**config.mk**
```make
export PLATFORM = sky130hd
export DESIGN_NAME = fosp_sqrt
export DESIGN_NICKNAME = d
export VERILOG_FILES = /design/src/hw/rtl/fosp_pkg.sv /design/src/hw/rtl/fosp_sqrt.sv
export SDC_FILE = /design/constraint.sdc
export NUM_CORES = 2
export LEC_CHECK = 0
export BUFFER_PORTS_ARGS = -buffer_cell sky130_fd_sc_hd__buf_2
export CAP_MARGIN = 15
export CORE_MARGIN = 2
export CORE_UTILIZATION = 60
export DETAILED_ROUTE_END_ITERATION = 16
export PLACE_DENSITY = 0.76
export RECOVER_POWER = 50
export SLEW_MARGIN = 20
export SYNTH_ARGS = -nofsm -noshare
export SYNTH_HDL_FRONTEND = slang
export SYNTH_MEMORY_MAX_BITS = 65536
export SYNTH_SLANG_ARGS = --single-unit
export TNS_END_PERCENT = 1
```
**constraint.sdc**
```tcl
create_clock -name clk -period 7.3 [get_ports clk]
set_input_delay 1.095 -clock clk [delete_from_list [all_inputs] [get_ports clk]]
set_output_delay 1.095 -clock clk [all_outputs]
set_load 0.02 [all_outputs]
```
**src/hw/rtl/fosp_pkg.sv**
```systemverilog
package fosp_pkg;

    localparam int CAM_W   = 32;
    localparam int OBJ_W   = 24;
    localparam int FRAC_W  = 8;
    localparam int DIFF_W  = CAM_W + 1;
    localparam int MAG_W   = 32;
    localparam int SQ_W    = 2 * MAG_W;
    localparam int SUM_W   = SQ_W + 2;
    localparam int ROOT_W  = SUM_W / 2;
    localparam int LEN_W   = ROOT_W - FRAC_W;
    localparam int CFG24_W = 24;
    localparam int CFG32_W = 32;
    localparam int PR_W    = MAG_W + CFG24_W;
    localparam int RN_W    = CFG24_W + CFG32_W;
    localparam int SCD_W   = RN_W - 16;
    localparam int QUO_W   = 32;
    localparam int POS_W   = 32;
    localparam int PSUM_W  = POS_W + 2;
    localparam int SCALE_W = 32;
    localparam int VIEW_W  = 24;

    localparam int SQRT_STAGES = ROOT_W;
    localparam int DIV_STAGES  = QUO_W;

    localparam int IN_W   = 3 * CAM_W + 3 * OBJ_W;
    localparam int OUT_W  = 3 * POS_W + SCALE_W + VIEW_W;
    localparam int ADDR_W = 4;
    localparam int DATA_W = 32;

    typedef enum logic [1:0] {
        REG_NEAR_LIMIT      = 2'd0,
        REG_SPHERE_RADIUS   = 2'd1,
        REG_SCALE_NUMERATOR = 2'd2,
        REG_SCALE_GAIN      = 2'd3
    } reg_idx_t;

    localparam logic [CFG24_W-1:0] NEAR_LIMIT_RST = 24'd1;
    localparam logic [CFG24_W-1:0] RADIUS_RST     = 24'd1;
    localparam logic [CFG32_W-1:0] SCALE_ONE      = 32'h0001_0000;
    localparam logic [SCALE_W-1:0] SCALE_SAT      = 32'hFFFF_FFFF;
    localparam logic [POS_W-1:0]   POS_MAX        = 32'h7FFF_FFFF;
    localparam logic [POS_W-1:0]   POS_MIN        = 32'h8000_0000;
    localparam logic [VIEW_W-1:0]  VIEW_SAT       = 24'hFF_FFFF;

    typedef logic [2:0][CAM_W-1:0] cam3_t;
    typedef logic [2:0][OBJ_W-1:0] obj3_t;
    typedef logic [2:0][PR_W-1:0]  pr3_t;

    typedef struct packed {
        cam3_t              cam;
        obj3_t              obj;
        logic [2:0]         neg;
        pr3_t               pr;
        logic [SCD_W-1:0]   dsc;
    } sqrt_side_t;

    typedef struct packed {
        cam3_t              cam;
        obj3_t              obj;
        logic [2:0]         neg;
        logic               is_near;
        logic [LEN_W-1:0]   len;
        logic               lq_zero;
        logic               len_zero;
        logic               scale_sat;
    } div_side_t;

endpackage

```
**src/hw/rtl/fosp_sqrt.sv**
```systemverilog
module fosp_sqrt
    import fosp_pkg::*;
#(
    parameter int RW = ROOT_W
)
(
    input  logic            clk,
    input  logic            en,
    input  logic [2*RW-1:0] radicand,
    output logic [RW-1:0]   root
);

    localparam int REM_W = RW + 2;

    logic [REM_W-1:0] rem_reg  [RW];
    logic [RW-1:0]    root_reg [RW];
    logic [2*RW-1:0]  rad_reg  [RW];

    genvar i;
    generate
        for (i = 0; i < RW; i++)
        begin : g_stage
            logic [REM_W-1:0] rem_in;
            logic [RW-1:0]    root_in;
            logic [2*RW-1:0]  rad_in;
            logic [REM_W+1:0] cur;
            logic [REM_W+1:0] trial;
            logic             fits;

            if (i == 0)
            begin : g_first
                assign rem_in  = '0;
                assign root_in = '0;
                assign rad_in  = radicand;
            end
            else
            begin : g_next
                assign rem_in  = rem_reg[i-1];
                assign root_in = root_reg[i-1];
                assign rad_in  = rad_reg[i-1];
            end

            // one root bit per stage, two radicand bits brought down
            assign cur   = {rem_in, rad_in[2*RW-1 -: 2]};
            assign trial = {{(REM_W-RW){1'b0}}, root_in, 2'b01};
            assign fits  = (cur >= trial);

            always_ff @(posedge clk)
            begin
                if (en)
                begin
                    rem_reg[i]  <= fits ? REM_W'(cur - trial) : REM_W'(cur);
                    root_reg[i] <= {root_in[RW-2:0], fits};
                    rad_reg[i]  <= {rad_in[2*RW-3:0], 2'b00};
                end
            end
        end
    endgenerate

    assign root = root_reg[RW-1];

endmodule

```
Yosys cells after proc, flatten, opt, wreduce, memory -nomap -nowiden

Memories as Yosys holds them, arrays and structs flattened.
Index checks and enable logic that the tools add are counted.

RAM bits: 4356
Bits of input ports: 68
Memories: 3
Bits in registers: 0
Output and inout bits: 33

Memories:

| name     | depth | bits a word | read ports | clocked after memory_dff | wr ports | line            | RTL |
|---|---|---|---|---|---|---|---|
| rad_reg  | 33    | 64          | 32         | 0                        | 33       | fosp_sqrt.sv:17 | `logic [2*RW-1:0] rad_reg [RW];` |
| rem_reg  | 33    | 35          | 32         | 0                        | 33       | fosp_sqrt.sv:15 | `logic [REM_W-1:0] rem_reg [RW];` |
| root_reg | 33    | 33          | 33         | 0                        | 33       | fosp_sqrt.sv:16 | `logic [RW-1:0] root_reg [RW];` |

Multiplexer cells: 35
Add/subtract/negate cells: 33
$lt $le $gt $ge: 33

Operators with widths:

| cell                | number |
|---|---|
| $ge 37x35->1        | 32 |
| $mux 35             | 33 |
| $sub 35x35->35      | 32 |
| $sub 2x1->3 const B | 1 |
| $ge 2x1->1 const B  | 1 |
| $mux 1              | 2 |

Logic depth before layout (Yosys ltp)

An unclocked memory read counts as a cell.

Depth in word-level cells: 3
Gate-level depth with buffers: 14
Mapped depth without buffers: 13

Least setup slack after synthesis

No wires, ideal clock.

Path type: register -> register
From: mem rem_reg[0][440] in the netlist's numbering
To: mem rem_reg[0][461] in the netlist's numbering (data pin)
Path buffers: 1
Data arrival time: 3384 ps
Path slack: 3655 ps
Cell stages (with the launch flop): 12
Path through: edfxtp_1 > or4_1 > or3_1 > or4_1 > or3_1 > or3_1 > or3_4 > nor3_4 > inv_2 > buf_2 > nor2_1 > a21oi_1

RTL lines:

| item               | line |
|---|---|
| start: declaration | fosp_sqrt.sv:15 |

==> qor.yml <==
finish:
  layout.area.seq_um2: 80600
  fillerInstances: 14950
  post-route-cell-area_um2: 138900
  drive_gt1_frac: 0.06698
  multiInputGateArea_um2: 41570
  largest_reg_flops: 1067
  syn2layout_area_growth_pct: 10.48
  num-nets-final: 10750
setup_path:
  crit-reg2reg-launch: "rem_reg[0][913]"
  worstRegToRegCells: 9
  cp_slowest_cell: "sky130_fd_sc_hd__clkbuf_2"
  worstSetupEndpointType: "register"
  worstSetupStartpointType: "input pin"
  critical_path.n_buffers_inverters: 2
  timing.critical_path.fanout_max: 141
  critical_path.max_stage_delay_ns: 2.89
  worst-endpoint-arrival_ns: 6.10
  timing.reg2reg.setup_slack_ns: 2.74
  cp_cell_sequence: "clkbuf_2, clkbuf_1"
  total_stage_count_of_the_critical_path: 2
  worstSetupPathType: "in2reg"
  worst_ep_required_time_ns: 7.77
  critical_path.top_delay_family: "buffers and inverters"
  worst_setup_path_startpoint: "en"
yosys:
  yosysUniqueCellTypes: 87
  syn_nets: 10500
  ys.flop_type: "sky130_fd_sc_hd__edfxtp_1"
  netlist.area_leader.share: 0.6411
  post_synth.cell_area_avg_um2: 12.78
  yosys.area.top_type: "sky130_fd_sc_hd__edfxtp_1"
  number_of_instances_in_the_synthesized_netlist: 9839
  netlist_area_um2: 125700
  ys.warnings.count: 0
  ys_async_sr_fraction: 0
  ys_ff_latch: 2684
  synthTopCellsByArea: "sky130_fd_sc_hd__edfxtp_1, sky130_fd_sc_hd__ha_1, sky130_fd_sc_hd__xnor2_1, sky130_fd_sc_hd__xor2_1, sky130_fd_sc_hd__inv_1"
  synth_edf_count: 2684
  synth-seq-area-share: 0.6411
power:
  sum_of_internal_switching_and_leakage_power_mw: 44.26
  power-per-cell-area_nw_per_um2: 318.6
  max-vdd-ir-drop_v: 0.0003025
  p_leak_nw: 52.81
place:
  place.port_buffers: 100
  placement.cell_area_um2: 129700
  detailed_place_hpwl_um: 185000
  gp_congestion: 0.9417
cts:
  cts-root-to-sink-buffers: 4
  postCtsResizedCells: 0
  number_of_clock_buffers_inserted_by_tritoncts: 291
  root_buffer: "sky130_fd_sc_hd__clkbuf_16"
  cts_hold_buf: 0
  cts_setup_buffers: 0
  clkTransAtPathRegs_ns: 0.06
  tritoncts_clock_tree: "done"
  worstSkewPairLatency_ns: 0.96
  numClockSinks: 2684
  cts_max_level: 5
grt:
  grt_max_degree: 187
  first_global_vias: 75250
  first_pass_grt_wire_length_um: 411100
  globalRouteOverflowTotal: 0
  globalRouteTotalUtil: 0.2445
  antenna_found_initial: 3
sta:
  hold_viol_final: 0
  setup_skew_ns: 0.07549
  maxSlewViolCount: 665
  final_period_util: 0.7706
  grt_setup_unrepaired: "no"
  max_freq_ghz: 0.1778
  maxSlewHeadroom: -1.871
  worst-slew-pin-transition_ns: 4.306
  fin_setup_tns_ns: 0
  final_period_minus_worst_setup_slack_ns: 5.626
  report.final.setup_viol: 0
hold_path:
  min_path_cells: 1
  min_from: "radicand[62]"
  timing.hold.worst.class: "in2reg"
drt:
  antenna_violating_nets_left: 0
  routed_via_density: 5.866
  drtIter0Drc: 6474
  drt_wl_total_um: 262200
  remaining_drc_errors: 0
  routed-via-count: 76800
  first_pass_iters: 8
  wl_per_cell_um: 20.03
die:
  die_h_um: 461.8
  row_count: 168
  floorplan.io_pins: 101
  die_footprint_um2: 213200
  core_region_area_um2: 208900
  chipWidth_um: 461.8
  start_util: 0.6017
outcome:
  run_status: "finished with violations"
  failed_checks: "capacitance limit, slew limit"
run:
  drv_cap: 15
==> per-stage QoR <==
| stage | hold slack (ns) | std cells | util | worst slack [ns] |
|---|---|---|---|---|
| final | 0.2969 | 13090 | 0.6648 | 1.674 |
| after global placement | 0.4001 | 12600 | 0.6207 | 2.853 |
| after CTS | 0.2239 | 13090 | 0.6653 | 2.783 |
| after detailed placement | 0.4045 | 12600 | 0.6207 | 2.839 |
| after global routing | 0.2482 | 13090 | 0.6648 | 1.257 |
| after floorplan | 0.4003 | 9839 | - | 3.655 |
==> report_power, final <==
| group | switching, mW | total (mW) | internal, mW |
|---|---|---|---|
| Clock | 5.81 | 14.5 | 8.67 |
| Combinational | 5.33 | 8.98 | 3.65 |
| Sequential | 1.32 | 20.8 | 19.5 |
| Total | 12.5 | 44.3 | 31.8 |
==> layout by cell type (no fill, tap or decap), drive strengths merged, types with 55 or more instances in the layout <==
master,count
a21o,253
a21oi,555
a31oi,55
and3,79
buf,131
clkbuf,367
clkinv,102
edfxtp,2684
ha,596
inv,779
nand2,765
nand2b,126
nand3,176
nand4,115
nor2,543
nor2b,72
nor3,233
nor4,134
o21a,96
o21ai,571
o31ai,88
or3,101
or4,55
xnor2,479
xor2,409
==> path summary, 6_finish.rpt <==
check                     to
max          rem_reg[0][508]
min           rad_reg[0][62]
max reg2reg  rem_reg[0][951]
min reg2reg  rad_reg[0][926]
==> Yosys cell counts (all sizes together) (12+ instances only) <==
cell,count
a2111oi,17
a211o,16
a211oi,51
a21boi,27
a21o,253
a21oi,555
a221oi,12
a311oi,17
a31oi,55
and2,34
and3,79
and4,20
buf,15
clkbuf,197
edfxtp,2684
ha,596
inv,771
mux2,53
mux2i,20
nand2,765
nand2b,126
nand3,176
nand3b,35
nand4,115
nand4b,21
nor2,543
nor2b,72
nor3,233
nor3b,22
nor4,134
nor4b,22
o211a,12
o211ai,34
o21a,96
o21ai,571
o21bai,53
o31a,17
o31ai,88
or2,47
or3,101
or4,55
xnor2,479
xor2,409
==> cell type report <==
type / count / share of cell area
Timing Repair Buffer: 165 / 0.007242
Clock inverter: 161 / 0.01276
Inverter: 772 / 0.02086
Tap cell: 2805 / 0.02527
Antenna cell: 1 / 0.00001802
Multi-Input combinational cell: 6171 / 0.2993
Sequential cell: 2684 / 0.5803
Clock buffer: 333 / 0.05433
==> routing by layer <==
layer,GRT usage,vias to the layer above,wire length [µm],part of all wire
li1,-,36930,-,-
met2,0.4273,2147,132800,0.51
met5,0,-,0,0
met1,0.3150,37240,108700,0.41
met3,0.03499,479,12900,0.049
met4,0.07813,0,7844,0.030
==> logic make-up after synthesis <==
kind of cell,after synthesis,share of synthesized area
simple gates,2619,0.1033
xor+xnor,888,0.06186
other cells,1,0.00002983
fa+ha+maj,596,0.05931
buf+inv,984,0.02948
compound gates,1994,0.09860
flops,2684,0.6411
mux,73,0.006339
Note: power is estimated with default switching activity, not from simulation.
